==> config.mk <==
export PLATFORM = sky130hd
export DESIGN_NAME = spc_stack
export DESIGN_NICKNAME = d
export VERILOG_FILES = /design/src/spc_pkg.sv /design/src/spc_stack.sv
export SDC_FILE = /design/constraint.sdc
export NUM_CORES = 1
export LEC_CHECK = 0
export BUFFER_PORTS_ARGS = -buffer_cell sky130_fd_sc_hd__buf_2
export CAP_MARGIN = 20
export CORE_UTILIZATION = 30
export DETAILED_ROUTE_END_ITERATION = 7
export PLACE_DENSITY = 0.56
export SYNTH_ARGS = -nofsm -noshare
export SYNTH_HDL_FRONTEND = slang
export SYNTH_SLANG_ARGS = --single-unit
==> constraint.sdc <==
create_clock -name clk -period 2.18 [get_ports clk]
set_input_delay 0.436 -clock clk [delete_from_list [all_inputs] [get_ports clk]]
set_output_delay 0.436 -clock clk [all_outputs]
set_load 0.01 [all_outputs]
==> src/spc_pkg.sv <==
package spc_pkg;

	localparam int STACK_DEPTH = 32;
	localparam int CAR_BITS = 16;

	localparam int CAP_BITS = 6;
	localparam int LEN_BITS = 16;
	localparam int CFG_IDX_BITS = 1;
	localparam int CFG_DATA_BITS = (CAP_BITS > LEN_BITS) ? CAP_BITS : LEN_BITS;

	localparam int CNT_BITS = $clog2(STACK_DEPTH + 1);
	localparam int ADDR_BITS = (STACK_DEPTH > 1) ? $clog2(STACK_DEPTH) : 1;
	localparam int NA_BITS = CAR_BITS + 1;
	localparam int CMP_BITS = ((CAR_BITS > CNT_BITS) ? CAR_BITS : CNT_BITS) + 2;

	localparam logic [CAP_BITS-1:0] CAP_RESET = CAP_BITS'(32);
	localparam logic [LEN_BITS-1:0] LEN_RESET = '1;

	localparam logic [CFG_IDX_BITS-1:0] REG_CAPACITY = CFG_IDX_BITS'(0);
	localparam logic [CFG_IDX_BITS-1:0] REG_LENGTH = CFG_IDX_BITS'(1);

	localparam logic OP_PUSH = 1'b0;
	localparam logic OP_POP = 1'b1;

	typedef enum logic [2:0] {
		ERR_NONE = 3'd0,
		ERR_BELOW = 3'd1,
		ERR_OVERFLOW = 3'd2,
		ERR_DUP = 3'd3,
		ERR_FAILED = 3'd4
	} err_t;

	typedef enum logic [2:0] {
		S_IDLE,
		S_RANGE,
		S_TOP,
		S_ARRIVE,
		S_CAP,
		S_PUSH,
		S_POP
	} state_t;

	typedef struct packed {
		logic lt;
		logic eq;
	} cmp_res_t;

	typedef struct packed {
		logic en;
		logic [ADDR_BITS-1:0] addr;
		logic [CAR_BITS-1:0] data;
	} stk_wr_t;

endpackage

==> src/spc_stack.sv <==
module spc_stack import spc_pkg::*; (
	input logic clk,
	input stk_wr_t wr,
	input logic [ADDR_BITS-1:0] rd_addr,
	output logic [CAR_BITS-1:0] rd_data
);

	logic [CAR_BITS-1:0] mem [STACK_DEPTH];

	always_ff @(posedge clk) begin
		if (wr.en) begin
			mem[wr.addr] <= wr.data;
		end
	end

	always_ff @(posedge clk) begin
		rd_data <= mem[rd_addr];
	end

endmodule

==> results of run 1 <==
[sequential cells by signal, summed over array words and instances, names as in the netlist]
name,count
mem,512
rd_data,16
[power by group]
group / switching [mW] / total (mW) / internal (mW)
Clock: 3.56 / 8.36 / 4.81
Combinational: 0.775 / 1.23 / 0.459
Sequential: 0.0470 / 11.3 / 11.3
[path summary, 6_finish.rpt]
path	end	slack (ns)	cells past startpoint
worst max-delay path	rd_data[15]$_DFF_P_	0.42	8
worst min-delay path	mem[25][1]$_DFFE_PP_	0.42	1
worst max register to register	rd_data[3]$_DFF_P_	0.59	6
worst min register to register	rd_data[8]$_DFF_P_	0.61	4
[routing by layer]
metal | vias to the layer above | wire (µm) | track usage
met5 | - | 38 | 0
met4 | 6 | 914 | 0.0321
met3 | 73 | 2730 | 0.0280
met2 | 281 | 21800 | 0.213
met1 | 5551 | 22800 | 0.198
li1 | 4830 | - | -
[area by class of cell]
type	count	area, µm²	area share
Timing Repair Buffer	148	1580	0.0649
Multi-Input combinational cell	548	4370	0.180
Tap cell	873	1090	0.0449
Sequential cell	528	15700	0.646
Clock buffer	74	1450	0.0595
Clock inverter	16	128	0.00525
[kinds of logic after synthesis]
group	share of synthesized area
AO/OA/AOI/OAI	0.0497
buffers and inverters	0.0263
flip-flops	0.764
multiplexers	0.125
AND/OR/NAND/NOR	0.0349
[cells in the mapped netlist, types with 6 or more instances]
| cell type | instances | area [µm²] |
|---|---|---|
| buf_6 | 6 | 67.6 |
| nor2_1 | 33 | 124 |
| edfxtp_1 | 512 | 15400 |
| mux2i_1 | 256 | 2560 |
| dfxtp_1 | 16 | 320 |
| a31oi_1 | 16 | 100 |
| a21oi_1 | 32 | 160 |
| buf_4 | 19 | 143 |
| a22o_1 | 32 | 280 |
| a22oi_1 | 64 | 480 |
| buf_8 | 6 | 90.1 |
| clkbuf_1 | 12 | 45.0 |
| buf_2 | 19 | 95.1 |
| nand4_1 | 16 | 100 |
| nor3_1 | 16 | 80.1 |
| nand3_1 | 34 | 170 |
| nand2_1 | 33 | 124 |
[per-stage QoR]
stage | cell area, µm² | worst slack, ns
4_1_cts | 24300 | 0.484
5_1_grt | 24300 | 0.341
3_3_place_gp | 22700 | -0.130
2_1_floorplan | 20500 | 0.00398
6_report | 24300 | 0.424
3_5_place_dp | 22700 | -0.124
[worst max-delay path, delay by kind of cell]
family / cells / cell delay (ns)
buf+inv: 4 / 0.85
simple gates: 1 / 0.12
compound gates: 2 / 0.55
mux: 1 / 0.22
==> results.cfg, run 1 <==
[sta]
slew_violations = 0
hold_viol = 0
max_slew_margin = 0.519
setup-violations-final = 0
final.period_utilization = 0.805
tns_ns = 0
rsz0062_at_grt = no
min_period_ns = 1.76
worst_pin_slew_ns = 0.722
max_freq_ghz = 0.570
whs_ns = 0.415
skew_ns = 0.0117

[power]
power_density_mw_per_mm2 = 861
power_mw = 20.9
peakVddDrop_mv = 0.566
p_leak_nw = 8.44

[yosys]
ys_ff_latch = 528
ys_types = 26
syn-cell-area_mm2 = 0.0205
avgSynthCellArea_um2 = 18.0
async_reset_ff_frac = 0
synth_fp_nets = 1171
synth_flop_cell = edfxtp_1
yosysSeqAreaShare = 0.764
postSynthCellCount = 1143
synth_edf_count = 512
yosysWarnings = 0

[layout]
fillers = 6162
syn_to_final_growth_pct = 18.4
most-common-layout-cells = edfxtp_1 (512), mux2i_1 (256), a22oi_1 (64), buf_4 (60), clkbuf_16 (53)
final_cell_count_no_fill = 2187
layout.nets = 1305
fin_util = 0.361
layout-drive-gt1-share = 0.186
final_common_cell = edfxtp_1
num_antenna_cells = 0

[min_path]
min_path_type = primary input to flop
hold_path.startpoint = wr[1]

[global_routing]
grt_max_degree = 47
grt.overflow.total = 0
grt_pass1_vias = 11000
grt_pass1_wl_um = 71600
track_usage = 0.138
antenna_found_initial = 6

[floorplan]
io_pins = 44
die_y_um = 264
dieWidth_um = 264
dieArea_mm2 = 0.0695
initial_core_util = 0.305
rows = 95
core_mm2 = 0.0674

[clock_network]
tritoncts = yes
clock_latency_ns = 0.58
cts_buffers = 51
cts_root_buf = clkbuf_16
clock-sinks = 528
path_clk_slew_ns = 0.06
hold_buffers = 0
h-tree-depth = 2
cts_setup_buffers = 0
cts_max_path_buffers = 3
cts_resized = 0

[critical_path]
crit_top_cell = buf_12
startpoint = rd_addr[0]
slowest_stage = a31oi_1
cp_cell_sequence = buf_8 > buf_12 > buf_12 > buf_4 > mux2i_1 > a22oi_1 > a31oi_1 > nand3_1
path_class = primary input to flop
worstPathArrival_ns = 2.18
critPathMaxFanout = 33
critPathRequiredTime_ns = 2.61
worst_setup_path_end_kind = flop
worstSetupStartpointType = primary input
rr_startpoint = mem[7][3]$_DFFE_PP_
slowest_delay_ns = 0.46

[detailed_routing]
drc = 0
firstDrtPassIters = 5
viasPerCell = 4.91
dr_total_vias = 10700
wire_per_inst_um = 22.1
wirelength_um = 48300
drtIter0Drc = 793
ant_nets = 0

[placed_design]
port_buffers = 43
dp_hpwl_um = 29600
gp_congestion = 0.783
dp.cells = 2097

[job]
drv_cap = 0

[outcome]
status = finished clean
(Power assumes the default switching activity.)
==> run 2, diff against run 1 <==
ABC_AREA = 1   (was not set)
clock period = 1.6 ns   (was 2.18 ns; I/O delays follow)
==> run 2 against run 1 <==
Count of clock-buffer cells in the layout decreased by 3. Highest routed layer unchanged. First-iteration DRC count increased by 39%. Final cell count increased by 32%. Global-route usage increased by 1.8 points. Via count increased by 27%. Critical endpoint is now rd_data[11].
==> results.cfg, run 2 <==
[sta]
worst_pin_slew_ns = 0.654
rsz0062_at_grt = no
final.period_utilization = 0.967
setup-violations-final = 0
skew_ns = 0.0182
slew_violations = 0
max_slew_margin = 0.564
tns_ns = 0
max_freq_ghz = 0.646
min_period_ns = 1.55
hold_viol = 0

[yosys]
synth_top_area_frac = 0.722
postSynthCellCount = 1794
syn-cell-area_mm2 = 0.0213
yosysTopAreaCell = edfxtp_1
synthTopCellsByCount = nand2_1 (720), edfxtp_1 (512), nand3_1 (396)
synth_edf_count = 512
avgSynthCellArea_um2 = 11.9
synth_flop_cell = edfxtp_1
ys_types = 15
yosysWarnings = 0
synthTopCellsByArea = edfxtp_1 (72%), nand2_1 (13%), nand3_1 (9.3%)
synth_fp_nets = 1822
async_reset_ff_frac = 0
yosysSeqAreaShare = 0.737
ys_ff_latch = 528
yosysMostFrequentCell = nand2_1

[critical_path]
ff2ff_path_depth = 8
r2r_slack_ns = 0.33
rr_endpoint = rd_data[3]$_DFF_P_
worstPathArrival_ns = 1.23
rr_startpoint = mem[31][3]$_DFFE_PP_
worstSetupStartpointType = flop
cp_top_family = flip-flops
slowest_delay_ns = 0.44
slowest_stage = dfxtp_1
cp_cell_sequence = buf_2
critPathMaxFanout = 1
path_class = flop to primary output
worst_setup_path_end_kind = primary output
cp.buffers_inverters = 1
critPathRequiredTime_ns = 1.28

[detailed_routing]
dr_total_vias = 13700
drc = 0
wirelength_um = 55700
firstDrtPassIters = 5
drtIter0Drc = 1100
ant_nets = 0
viasPerCell = 4.72
wire_per_inst_um = 19.3

[clock_network]
clock_latency_ns = 0.61
tritoncts = yes
hold_buffers = 0
cts_root_buf = clkbuf_16
clock-sinks = 528
h-tree-depth = 2
cts_buffers = 55
cts_max_path_buffers = 3
path_clk_slew_ns = 0.06

[floorplan]
rows = 97
io_pins = 44
dieWidth_um = 268
initial_core_util = 0.304
dieArea_mm2 = 0.0721
die_y_um = 268
core_mm2 = 0.0701

[power]
peakVddDrop_mv = 0.671
power_density_mw_per_mm2 = 1190
p_leak_nw = 9.32

[placed_design]
dp.cells = 2790
gp_congestion = 0.780
port_buffers = 43
place_area_mm2 = 0.0236
dp_hpwl_um = 33300

[layout]
fin_util = 0.363
most-common-layout-cells = nand2_1 (720), edfxtp_1 (512), nand3_1 (396), buf_4 (71), clkbuf_16 (57)
final-seq-area_mm2 = 0.0157
layout-drive-gt1-share = 0.147
final_area_mm2 = 0.0254
largest_register_ff_count = 512
regMostFlops = mem
syn_to_final_growth_pct = 19.4
fillers = 6789
layout.nets = 1935
final_cell_count_no_fill = 2893
final_common_cell = nand2_1
multi_input_area_mm2 = 0.00488
num_antenna_cells = 0
reg.largest.list = mem x512, rd_data x16

[min_path]
hold-path-endpoint = mem[2][10]$_DFFE_PP_
min_path_type = primary input to flop
min_delay_path_depth = 1
hold_path.startpoint = wr[10]

[global_routing]
track_usage = 0.155
grt_pass1_vias = 13100
grt_max_degree = 60
grt.overflow.total = 0
antenna_found_initial = 6
grt_pass1_wl_um = 83100

[job]
drv_cap = 0

[outcome]
status = finished clean
## run 2: repair_timing
item,in CTS,in global routing
endpoints found under the setup margin,3,1
gates resized for setup,3,1
pin swaps,0,0
buffers inserted,0,0
## run 2: worst max-delay path by stage
stage,from,to,slack (ns),depth (start not counted)
2_1_floorplan,wr[16],mem[8][0]$_DFFE_PP_,-0.10,3
3_3_place_gp,rd_addr[0],rd_data[3]$_DFF_P_,-0.16,11
3_5_place_dp,rd_addr[0],rd_data[3]$_DFF_P_,-0.15,11
4_1_cts,rd_data[1]$_DFF_P_,rd_data[1],0.006,1
5_1_grt,rd_data[11]$_DFF_P_,rd_data[11],0.008,1
6_report,rd_data[11]$_DFF_P_,rd_data[11],0.05,1
## run 2: power by group
part	leakage [nW]	total [mW]	switching, mW	internal [mW]
registers	4.75	15.5	0.0796	15.4
clock network	0.907	12.9	5.16	7.72
logic	3.67	1.97	1.35	0.623
total	9.32	30.3	6.59	23.7
## run 2: final cells by class
type                       count  share of cell area
sequential                   528               0.617
multi-input combinational   1148               0.192
timing repair buffer         164              0.0697
clock buffer                  71              0.0605
tap                          940              0.0463
clock inverter                32              0.0122
inverter                      10             0.00187
## run 2: through the flow
stage | power, mW | hold slack (ns) | setup WS, ns
global route | 31.2 | 0.152 | 0.00779
floorplan | 16.8 | 0.419 | -0.103
CTS | 30.6 | 0.132 | 0.00636
finish | 30.3 | 0.164 | 0.0529
detailed placement | 17.7 | 0.714 | -0.154
global placement | 17.7 | 0.716 | -0.156
## run 2: cells by family after synthesis
group | Yosys count | synth area share
simple gates | 1148 | 0.226
flops | 528 | 0.737
buf+inv | 118 | 0.0377
## run 2: routing by layer
| metal | GRT usage | share of wire |
|---|---|---|
| met5 | 0 | 0.00088 |
| met2 | 0.248 | 0.46 |
| met3 | 0.0312 | 0.070 |
| met4 | 0.0488 | 0.023 |
| met1 | 0.213 | 0.44 |
==> run 3, diff against run 2 <==
RECOVER_POWER = 50   (was not set)
==> run 3 against run 2 <==
The flow now finishes with violations (max-capacitance violations, max-slew violations). Count of clock-buffer cells in the layout unchanged. Non-clock buffer count is the same. Maximum frequency is 0.40% lower. Via count is essentially flat. Clock power about the same. Global-route usage is the same. Combinational power about the same. Setup slack worse by 0.0062 ns.
==> results.cfg, run 3 (synthesized netlist as in run 2, its figures left out) <==
[critical_path]
slowest_delay_ns = 0.45
slowest_stage = dfxtp_1
critPathRequiredTime_ns = 1.28
worstPathArrival_ns = 1.23
cp_cell_sequence = buf_2
ff2ff_path_depth = 8
worst_setup_path_end_kind = primary output
cp.buffers_inverters = 1
worstSetupStartpointType = flop
path_class = flop to primary output
critPathMaxFanout = 1
cp_top_family = flip-flops
cp_num_cells = 1

[global_routing]
grt.overflow.total = 0
grt_pass1_vias = 13100
grt_max_degree = 60
grt_pass1_wl_um = 83100
track_usage = 0.155
antenna_found_initial = 4

[floorplan]
dieWidth_um = 268
rows = 97
dieArea_mm2 = 0.0721
initial_core_util = 0.304
io_pins = 44
core_mm2 = 0.0701
die_y_um = 268

[clock_network]
clock_latency_ns = 0.60
clock-sinks = 528
hold_buffers = 0
tritoncts = yes
cts_root_buf = clkbuf_16
path_clk_slew_ns = 0.06
cts_max_path_buffers = 3
h-tree-depth = 2
cts_buffers = 55

[power]
seqPwrFrac = 0.510
combinationalPowerShare = 0.064
power_mw = 30.3
p_sw_frac = 0.217
peakVddDrop_mv = 0.668
internal_power_mw = 23.7
p_leak_nw = 9.25
power_density_mw_per_mm2 = 1200
p_sw_mw = 6.58
p_clk_frac = 0.425

[detailed_routing]
viasPerCell = 4.72
dr_total_vias = 13700
wire_per_inst_um = 19.2
wirelength_um = 55600
firstDrtPassIters = 7
ant_nets = 0
drc = 0
drtIter0Drc = 1052

[layout]
final-seq-area_mm2 = 0.0157
syn_to_final_growth_pct = 18.9
num_antenna_cells = 0
layout.nets = 1935
fillers = 6815
reg.largest.list = mem x512, rd_data x16
final_cell_count_no_fill = 2893
final_common_cell = nand2_1
most-common-layout-cells = nand2_1 (720), edfxtp_1 (512), nand3_1 (396), buf_4 (65), clkbuf_16 (57)
layout-drive-gt1-share = 0.135
multi_input_area_mm2 = 0.00487
regMostFlops = mem
largest_register_ff_count = 512

[sta]
skew_ns = 0.0179
hold_viol = 0
min_period_ns = 1.55
max_freq_ghz = 0.644
rsz0062_at_grt = no
tns_ns = 0
setup-violations-final = 0
max_slew_margin = -0.0201
final.period_utilization = 0.971
worst_pin_slew_ns = 1.53
slew_violations = 98
whs_ns = 0.220
worst_slack_ns = 0.0466

[placed_design]
dp_hpwl_um = 33300
dp.cells = 2790
preCtsSetupSlack_ns = -0.154
port_buffers = 43
gp_congestion = 0.780

[outcome]
violations = max-capacitance violations, max-slew violations
status = complete, but fails checks

[min_path]
min_path_type = primary input to flop
min_delay_path_depth = 4

[job]
drv_cap = 3
==> run 3: cell types whose count changed in the layout (fill, tap and decap cells not counted), sizes merged <==
cell    delta
buf       -21
clkbuf    +21
==> run 3: metrics by stage <==
stage,util,area (µm²)
2_1_floorplan,-,21300
3_3_place_gp,0.336,23600
3_5_place_dp,0.336,23600
4_1_cts,0.362,25400
5_1_grt,0.361,25300
6_report,0.361,25300
==> run 3: final cells by class <==
cell class                      instances  share of cell area
Clock buffer                           71              0.0608
Inverter                               10             0.00188
Clock inverter                         32              0.0122
Sequential cell                       528               0.620
Timing Repair Buffer                  164              0.0667
Multi-Input combinational cell       1148               0.192
Tap cell                              940              0.0464
==> run 3: worst paths after layout <==
| path | from | endpoint | slack [ns] |
|---|---|---|---|
| setup reg to reg | mem[31][3]$_DFFE_PP_ | rd_data[3]$_DFF_P_ | 0.32 |
| hold reg to reg | mem[2][10]$_DFFE_PP_ | rd_data[10]$_DFF_P_ | 0.75 |
| hold / removal | rd_addr[4] | rd_data[12]$_DFF_P_ | 0.22 |
| setup / recovery | rd_data[11]$_DFF_P_ | rd_data[11] | 0.05 |
==> run 3: power by group through the flow <==
stage / Combinational (mW) / Sequential [mW] / Clock [mW]
2_1_floorplan: 1.07 / 15.7 / 0
3_3_place_gp: 1.97 / 15.7 / 0
3_5_place_dp: 1.98 / 15.7 / 0
4_1_cts: 1.99 / 15.5 / 13.1
5_1_grt: 2.16 / 15.5 / 13.6
6_report: 1.95 / 15.5 / 12.9
==> run 3: routing by layer <==
| metal | part of all wire | wire length (µm) | vias to the layer above | global-route usage |
|---|---|---|---|---|
| li1 | - | - | 6489 | - |
| met3 | 0.067 | 3710 | 90 | 0.0312 |
| met5 | 0.00088 | 49 | - | 0 |
| met2 | 0.46 | 25700 | 422 | 0.248 |
| met4 | 0.022 | 1240 | 8 | 0.0488 |
| met1 | 0.45 | 24800 | 6650 | 0.213 |
==> run 3: repair_timing <==
action,CTS,global route
setup endpoints to repair,3,1
buffers inserted,0,0
gates resized for setup,3,1
